## src/sv/assert_macros.svh

```systemverilog
// Assertion macros shared by the point table modules.
`ifndef ASSERT_MACROS_SVH
`define ASSERT_MACROS_SVH

// Checks that a property holds at every rising edge outside reset.
`define ASSERT_AT(label, clk, rst_n, prop, msg) \
    label: assert property (@(posedge clk) disable iff (!rst_n) (prop)) else $error(msg);

// Checks that a condition is never true at a rising edge outside reset.
`define ASSERT_NEVER(label, clk, rst_n, cond, msg) \
    label: assert property (@(posedge clk) disable iff (!rst_n) !(cond)) else $error(msg);

`endif

```

## src/sv/ptdn_pkg.sv

```systemverilog
// Shared types, constants and result codes of the point table.
`default_nettype none

package ptdn_pkg;

    localparam int DEPTH_DEFAULT   = 256;
    localparam int COORD_W_DEFAULT = 16;
    localparam int RADIUS_W        = 16;
    localparam int INDEX_W         = 8;
    localparam int REFS_W          = 8;
    localparam int STATUS_W        = 2;
    localparam int MAG_W           = 33;
    localparam int SQ_W            = 2 * RADIUS_W;
    localparam int DIST_W          = SQ_W + 1;
    localparam int OUT_DATA_W      = INDEX_W + REFS_W;

    localparam logic [REFS_W-1:0] REFS_MAX = '1;

    localparam logic ACT_ADD  = 1'b0;
    localparam logic ACT_FIND = 1'b1;

    typedef enum logic [STATUS_W-1:0] {
        ST_EXISTING = 2'd0,
        ST_ADDED    = 2'd1,
        ST_NONE     = 2'd2,
        ST_FULL     = 2'd3
    } status_t;

    typedef struct packed {
        logic load;
        logic issue;
        logic commit;
    } dp_cmd_t;

    typedef struct packed {
        logic scan_end;
        logic pipe_busy;
        logic out_free;
    } dp_status_t;

endpackage

`default_nettype wire

```

## src/sv/ptdn_ctrl.sv

```systemverilog
// Controller: sequences accept, scan, pipeline drain and result commit.
`default_nettype none
`include "assert_macros.svh"

module ptdn_ctrl
    import ptdn_pkg::*;
(
    input  wire logic       clk,
    input  wire logic       rst_n,
    input  wire logic       s_tvalid,
    output      logic       s_tready,
    input  wire dp_status_t status,
    output      dp_cmd_t    cmd
);

    typedef enum logic [1:0] {
        S_IDLE,
        S_SCAN,
        S_DRAIN,
        S_FINISH
    } state_t;

    state_t state_reg;
    logic   tready_reg;

    always_comb
    begin
        cmd.load   = (state_reg == S_IDLE) && tready_reg && s_tvalid;
        cmd.issue  = (state_reg == S_SCAN) && !status.scan_end;
        cmd.commit = (state_reg == S_FINISH) && status.out_free;
    end

    always_ff @(posedge clk or negedge rst_n)
    begin
        if (!rst_n)
        begin
            state_reg  <= S_IDLE;
            tready_reg <= 1'b1;
        end
        else
        begin
            case (state_reg)
                S_IDLE:
                begin
                    if (cmd.load)
                    begin
                        state_reg  <= S_SCAN;
                        tready_reg <= 1'b0;
                    end
                end
                S_SCAN:
                begin
                    if (status.scan_end)
                    begin
                        state_reg <= S_DRAIN;
                    end
                end
                S_DRAIN:
                begin
                    if (!status.pipe_busy)
                    begin
                        state_reg <= S_FINISH;
                    end
                end
                S_FINISH:
                begin
                    if (status.out_free)
                    begin
                        state_reg  <= S_IDLE;
                        tready_reg <= 1'b1;
                    end
                end
                default:
                begin
                    state_reg  <= S_IDLE;
                    tready_reg <= 1'b1;
                end
            endcase
        end
    end

    assign s_tready = tready_reg;

    `ASSERT_AT(a_ready_idle, clk, rst_n, tready_reg |-> (state_reg == S_IDLE), "ready while busy")
    `ASSERT_AT(a_commit_drained, clk, rst_n, cmd.commit |-> !status.pipe_busy, "commit before drain")

endmodule

`default_nettype wire

```

## config.mk

```make
export PLATFORM = sky130hd
export DESIGN_NAME = ptdn_ctrl
export DESIGN_NICKNAME = d
export VERILOG_FILES = /design/src/sv/ptdn_pkg.sv /design/src/sv/ptdn_ctrl.sv
export VERILOG_INCLUDE_DIRS = /design/src /design/src/sv
export SDC_FILE = /design/constraint.sdc
export NUM_CORES = 1
export LEC_CHECK = 0
export BUFFER_PORTS_ARGS = -buffer_cell sky130_fd_sc_hd__buf_2
export CAP_MARGIN = 25
export CELL_PAD_IN_SITES_DETAIL_PLACEMENT = 1
export CELL_PAD_IN_SITES_GLOBAL_PLACEMENT = 2
export CORE_AREA = 5 5 42 44
export DETAILED_ROUTE_END_ITERATION = 12
export DIE_AREA = 0 0 47 49
export GPL_TIMING_DRIVEN = 1
export PLACE_DENSITY_LB_ADDON = 0.1
export SLEW_MARGIN = 20
export SYNTH_ARGS = -nofsm -noshare
export SYNTH_HDL_FRONTEND = slang
export SYNTH_SLANG_ARGS = --single-unit
```

## constraint.sdc

```tcl
create_clock -name clk -period 2.92 [get_ports clk]
set_clock_uncertainty 0.1 [all_clocks]
set_input_delay 0.146 -clock clk [delete_from_list [all_inputs] [get_ports clk]]
set_output_delay 0.146 -clock clk [all_outputs]
set_load 0.005 [all_outputs]
```

After elaboration in Yosys (flattened, before gate mapping)
Cells that the tools add are included.
{"block": "classes", "eq_ne": 7, "mux": 8, "n_reduce_logical": 9}
{"op": "$mux 2", "count": 4}
{"op": "$ne 2x2->1 const B", "count": 4}
{"op": "$pmux 2 s4", "count": 1}
{"op": "$eq 2x2->1 const B", "count": 2}
{"op": "$logic_and 1x1->1", "count": 4}
{"op": "$reduce_and 4->1", "count": 1}
{"op": "$reduce_and 3->1", "count": 1}
{"op": "$eq 2x1->1 const B", "count": 1}
{"op": "$logic_not 2->1", "count": 1}
{"op": "$mux 1", "count": 2}
{"op": "$pmux 1 s2", "count": 1}
{"op": "$reduce_bool 2->1", "count": 1}
{"op": "$logic_not 1->1", "count": 1}
{"block": "word_totals", "reg_bits": 3, "output_inout_bits": 4, "wordCells": 26}

Longest topological paths before layout
{"block": "depth", "ltp_word": 5, "ltp_mapped": 5}

Least setup slack after synthesis
OpenSTA, ideal clock, no wires.
{"block": "synth_timing", "kind": "reg2reg", "start": "register state_reg[1]", "end": "register state_reg[1]", "t_arrival_ns": 1.435, "slack_ns": 1.260, "path_stages_with_launch": 6, "n_path_buf": 0, "period_less_slack_ns": 1.660, "cell_sequence": "dfrtp_1 -> inv_1 -> ha_1 -> nor2b_1 -> a2111o_1 -> mux2_4"}
{"block": "synth_between", "elab_chain_cells": 5, "elab_cells_between_ends": 12, "cone_classes": "7 x eq/ne; 1 x mux; 4 x reduce/logical"}
{"element": "start, declared", "line": "ptdn_ctrl.sv:23", "source": "state_t state_reg;"}
{"element": "start signal, assigned", "line": "ptdn_ctrl.sv:37", "source": "state_reg <= S_IDLE;"}
{"element": "start signal, assigned", "line": "ptdn_ctrl.sv:47", "source": "state_reg <= S_SCAN;"}
{"element": "start signal, assigned", "line": "ptdn_ctrl.sv:55", "source": "state_reg <= S_DRAIN;"}
{"element": "$logic_not 2->1", "line": "ptdn_ctrl.sv:28, ptdn_ctrl.sv:42"}
{"element": "$logic_and 1x1->1 (2 in a row)", "line": "ptdn_ctrl.sv:28", "source": "cmd.load = (state_reg == S_IDLE) && tready_reg && s_tvalid;"}
{"element": "$ne 2x2->1 (no line)"}
{"element": "$reduce_and 4->1 (no line)"}
Parallel ways exist; a longest one is shown, timed or not.
A chain may end at the register's enable or synchronous reset.

Worst setup path in the final report
{"block": "layout_timing", "start": "register state_reg[0]", "end": "register state_reg[1]"}
The elaborated chain is that of the path after synthesis.

==> impl_results.md <==
* Slowest-stage cell, CP: a2111o_1
* Fraction of registers with async set/reset at 1.00
* DRC errors left at 0
* RSZ-0062 raised after global routing: false
* Buffer count from post-CTS setup fixing at 0
* Crit Path Max Fanout at 5
* Final estimated routing congestion in global placement at 0.659
* Vias in the first global route at 232
* FF-to-FF Start: state_reg[0]
* Pwr/cell area at 373 mW/mm^2
* Total CTS buffers at 3
* Actual slew at the worst max-slew pin at 0.258 ns
* Clock-pin slew on the worst setup and hold paths at 0.04 ns
* CP Capture Type: register
* Initial antenna violation count at 0
* Die span in y at 49 microns
* Ys Warns at 0
* Maximum VDD drop at 180 uV
* Via density at 3.91
* Reg-to-reg slack, setup at 1.15 ns
* First-pass GRT wire length at 972 microns
* Total GRT Usage at 0.0642
* Synthesized instance count at 23
* CTS Buffer Depth at 2
* Status: finished clean
* Core box area at 0.00140 sq mm
* Share of cells above drive strength 1 at 0.378
* GR Overflow Total at 0
* Initial drt markers at 2
* Hold WC Path Type: input port to register
* Row count at 14
* Layout area overhead at 45.0%
* Horiz. Die Dim at 47 microns
* DRT antenna net count at 0
* Top FF cell, synth: dfrtp_1
* Nets at 48
* Largest net degree at the start of global routing at 6
* Mean Syn Cell Area at 9.79 sq um
* Worst-path cell chain: inv_1 -> ha_1 -> a21boi_0 -> a2111o_1 -> mux2_4
* Yosys reg bits at 3
* Sequential fraction of the synthesis area at 0.339
* Via count of the routed design at 207
* Worst Path Arrival at 1.78 ns
* Leak Pwr at 0.178 nW
* Final WL at 572 microns
* F_max at 564 MHz
* Drt first pass iters at 2
* Sinks on Clock Net at 3
* Synth cell types at 14
* Worst path max stage delay at 0.39 ns
* H-tree depth at 1
* Finished Cell Area at 327 sq um
* Post-synth top cells: ha_1, a21oi_1, inv_1, dfrtp_1, nor2b_1
* Syn_nets at 33
* CTS root buffer: clkbuf_4
* Placed cell areas at 290 sq um
* Worst-skew pair later-pin latency at 0.24 ns
* CP Buf/Inv Count at 1
* WS Path Type: register to register
* ANT cells at 0
* Max_cap viols at 0
* Number of synthesized flops with an enable pin at 0
* Final hold vios at 0
* Max reg flops at 2
* Period utilization at 0.607
* Setup_tns at 0 ns
* Final Max Slew Viols at 0
* Synth Cell Area at 225 sq um
* CP startpoint kind: register
* Hold path start: status[0]
* Yosys top cell area share at 0.222
* Starting Density at 0.161
* Final core occ at 0.233
* Routed len/inst at 10.8 microns
* Delay-heaviest family, CP: compound AO/OA/AOI/OAI gates
* CTS tree: yes
* Crit path from: state_reg[0]
* Post_cts resized at 0
* CP Data Required Time at 2.93 ns
* Fin crit period at 1.77 ns
* Layout fillers at 175
* Final setup viols at 0
* Die Area at 0.00230 sq mm
* Relative slew slack at 0.826
* Yosys top cell by area: dfrtp_1
* Most numerous cell in the Yosys netlist: ha_1
* Top cells by area, synth: dfrtp_1, ha_1, dfstp_2, a21oi_1, mux2_4
* Port buffer count at 9
* I/O pin count at 10
-- routing by layer --
metal / global-route usage / wire [microns]
met1: 0.0618 / 208
met2: 0.0950 / 305
met3: 0.0332 / 38
met4: 0.0553 / 19
met5: 0 / 0
-- through the flow --
step                      total power [mW]  hold slack, ns  cells  setup WS (ns)
after global placement              0.0469          -0.158     48           1.16
after detailed placement            0.0472          -0.157     48           1.15
after global routing                 0.134           0.136     53           1.08
final                                0.122           0.118     53           1.15
after CTS                            0.128           0.111     53           1.13
after floorplan                     0.0426          -0.250     23           1.26
-- worst min-delay path, cell delays in order --
cell and delay [ns]:
buf_2 0.11, a21oi_1 0.13, nor2_1 0.06
-- what timing repair did --
item	CTS	global route
hold endpoints to repair	3	0
hold buffers	1	0
setup endpoints to repair	0	0
-- power by group --
group	switching, mW	internal, mW	leakage (nW)
logic	0.00234	0.00335	0.124
clock network	0.0228	0.0513	0.0150
registers	0	0.0419	0.0383
total	0.0252	0.0965	0.178
-- logic make-up after synthesis --
| group | Yosys count | synth area share |
|---|---|---|
| buffers and inverters | 3 | 0.0500 |
| DFF | 3 | 0.339 |
| muxes | 1 | 0.0666 |
| and+or+nand+nor | 7 | 0.172 |
| AOI/OAI and AO/OA | 5 | 0.150 |
| adders and majority gates | 4 | 0.222 |
-- cell usage in the layout (no fill, tap or decap), drive strengths merged --
| cell | count |
|---|---|
| and2 | 1 |
| nor2b | 2 |
| a21oi | 3 |
| dlygate4sd3 | 1 |
| buf | 9 |
| ha | 4 |
| and3 | 1 |
| nand2 | 1 |
| nor4 | 1 |
| nor2 | 1 |
| dfrtp | 2 |
| dfstp | 1 |
| a2111o | 1 |
| mux2 | 1 |
| clkbuf | 4 |
| a21boi | 1 |
| inv | 3 |
-- path summary, 6_finish.rpt --
check                                    end  cells past startpoint
worst max-delay path            state_reg[1]                      5
worst min-delay path                s_tready                      3
worst max register to register  state_reg[1]                      5
worst min register to register      s_tready                      2
max in group asynchronous           s_tready                      2
min in group asynchronous       state_reg[0]                      2
-- cell type report --
class                   count  area, sq um  area share
repair buffers             10         55.1       0.169
multi-input cells          17          138       0.421
well taps                  16         20.0      0.0613
clock buffers               4         26.3      0.0805
flip-flops and latches      3         76.3       0.234
inverters                   3         11.3      0.0345
No activity file was read; power rests on OpenSTA's default activity.
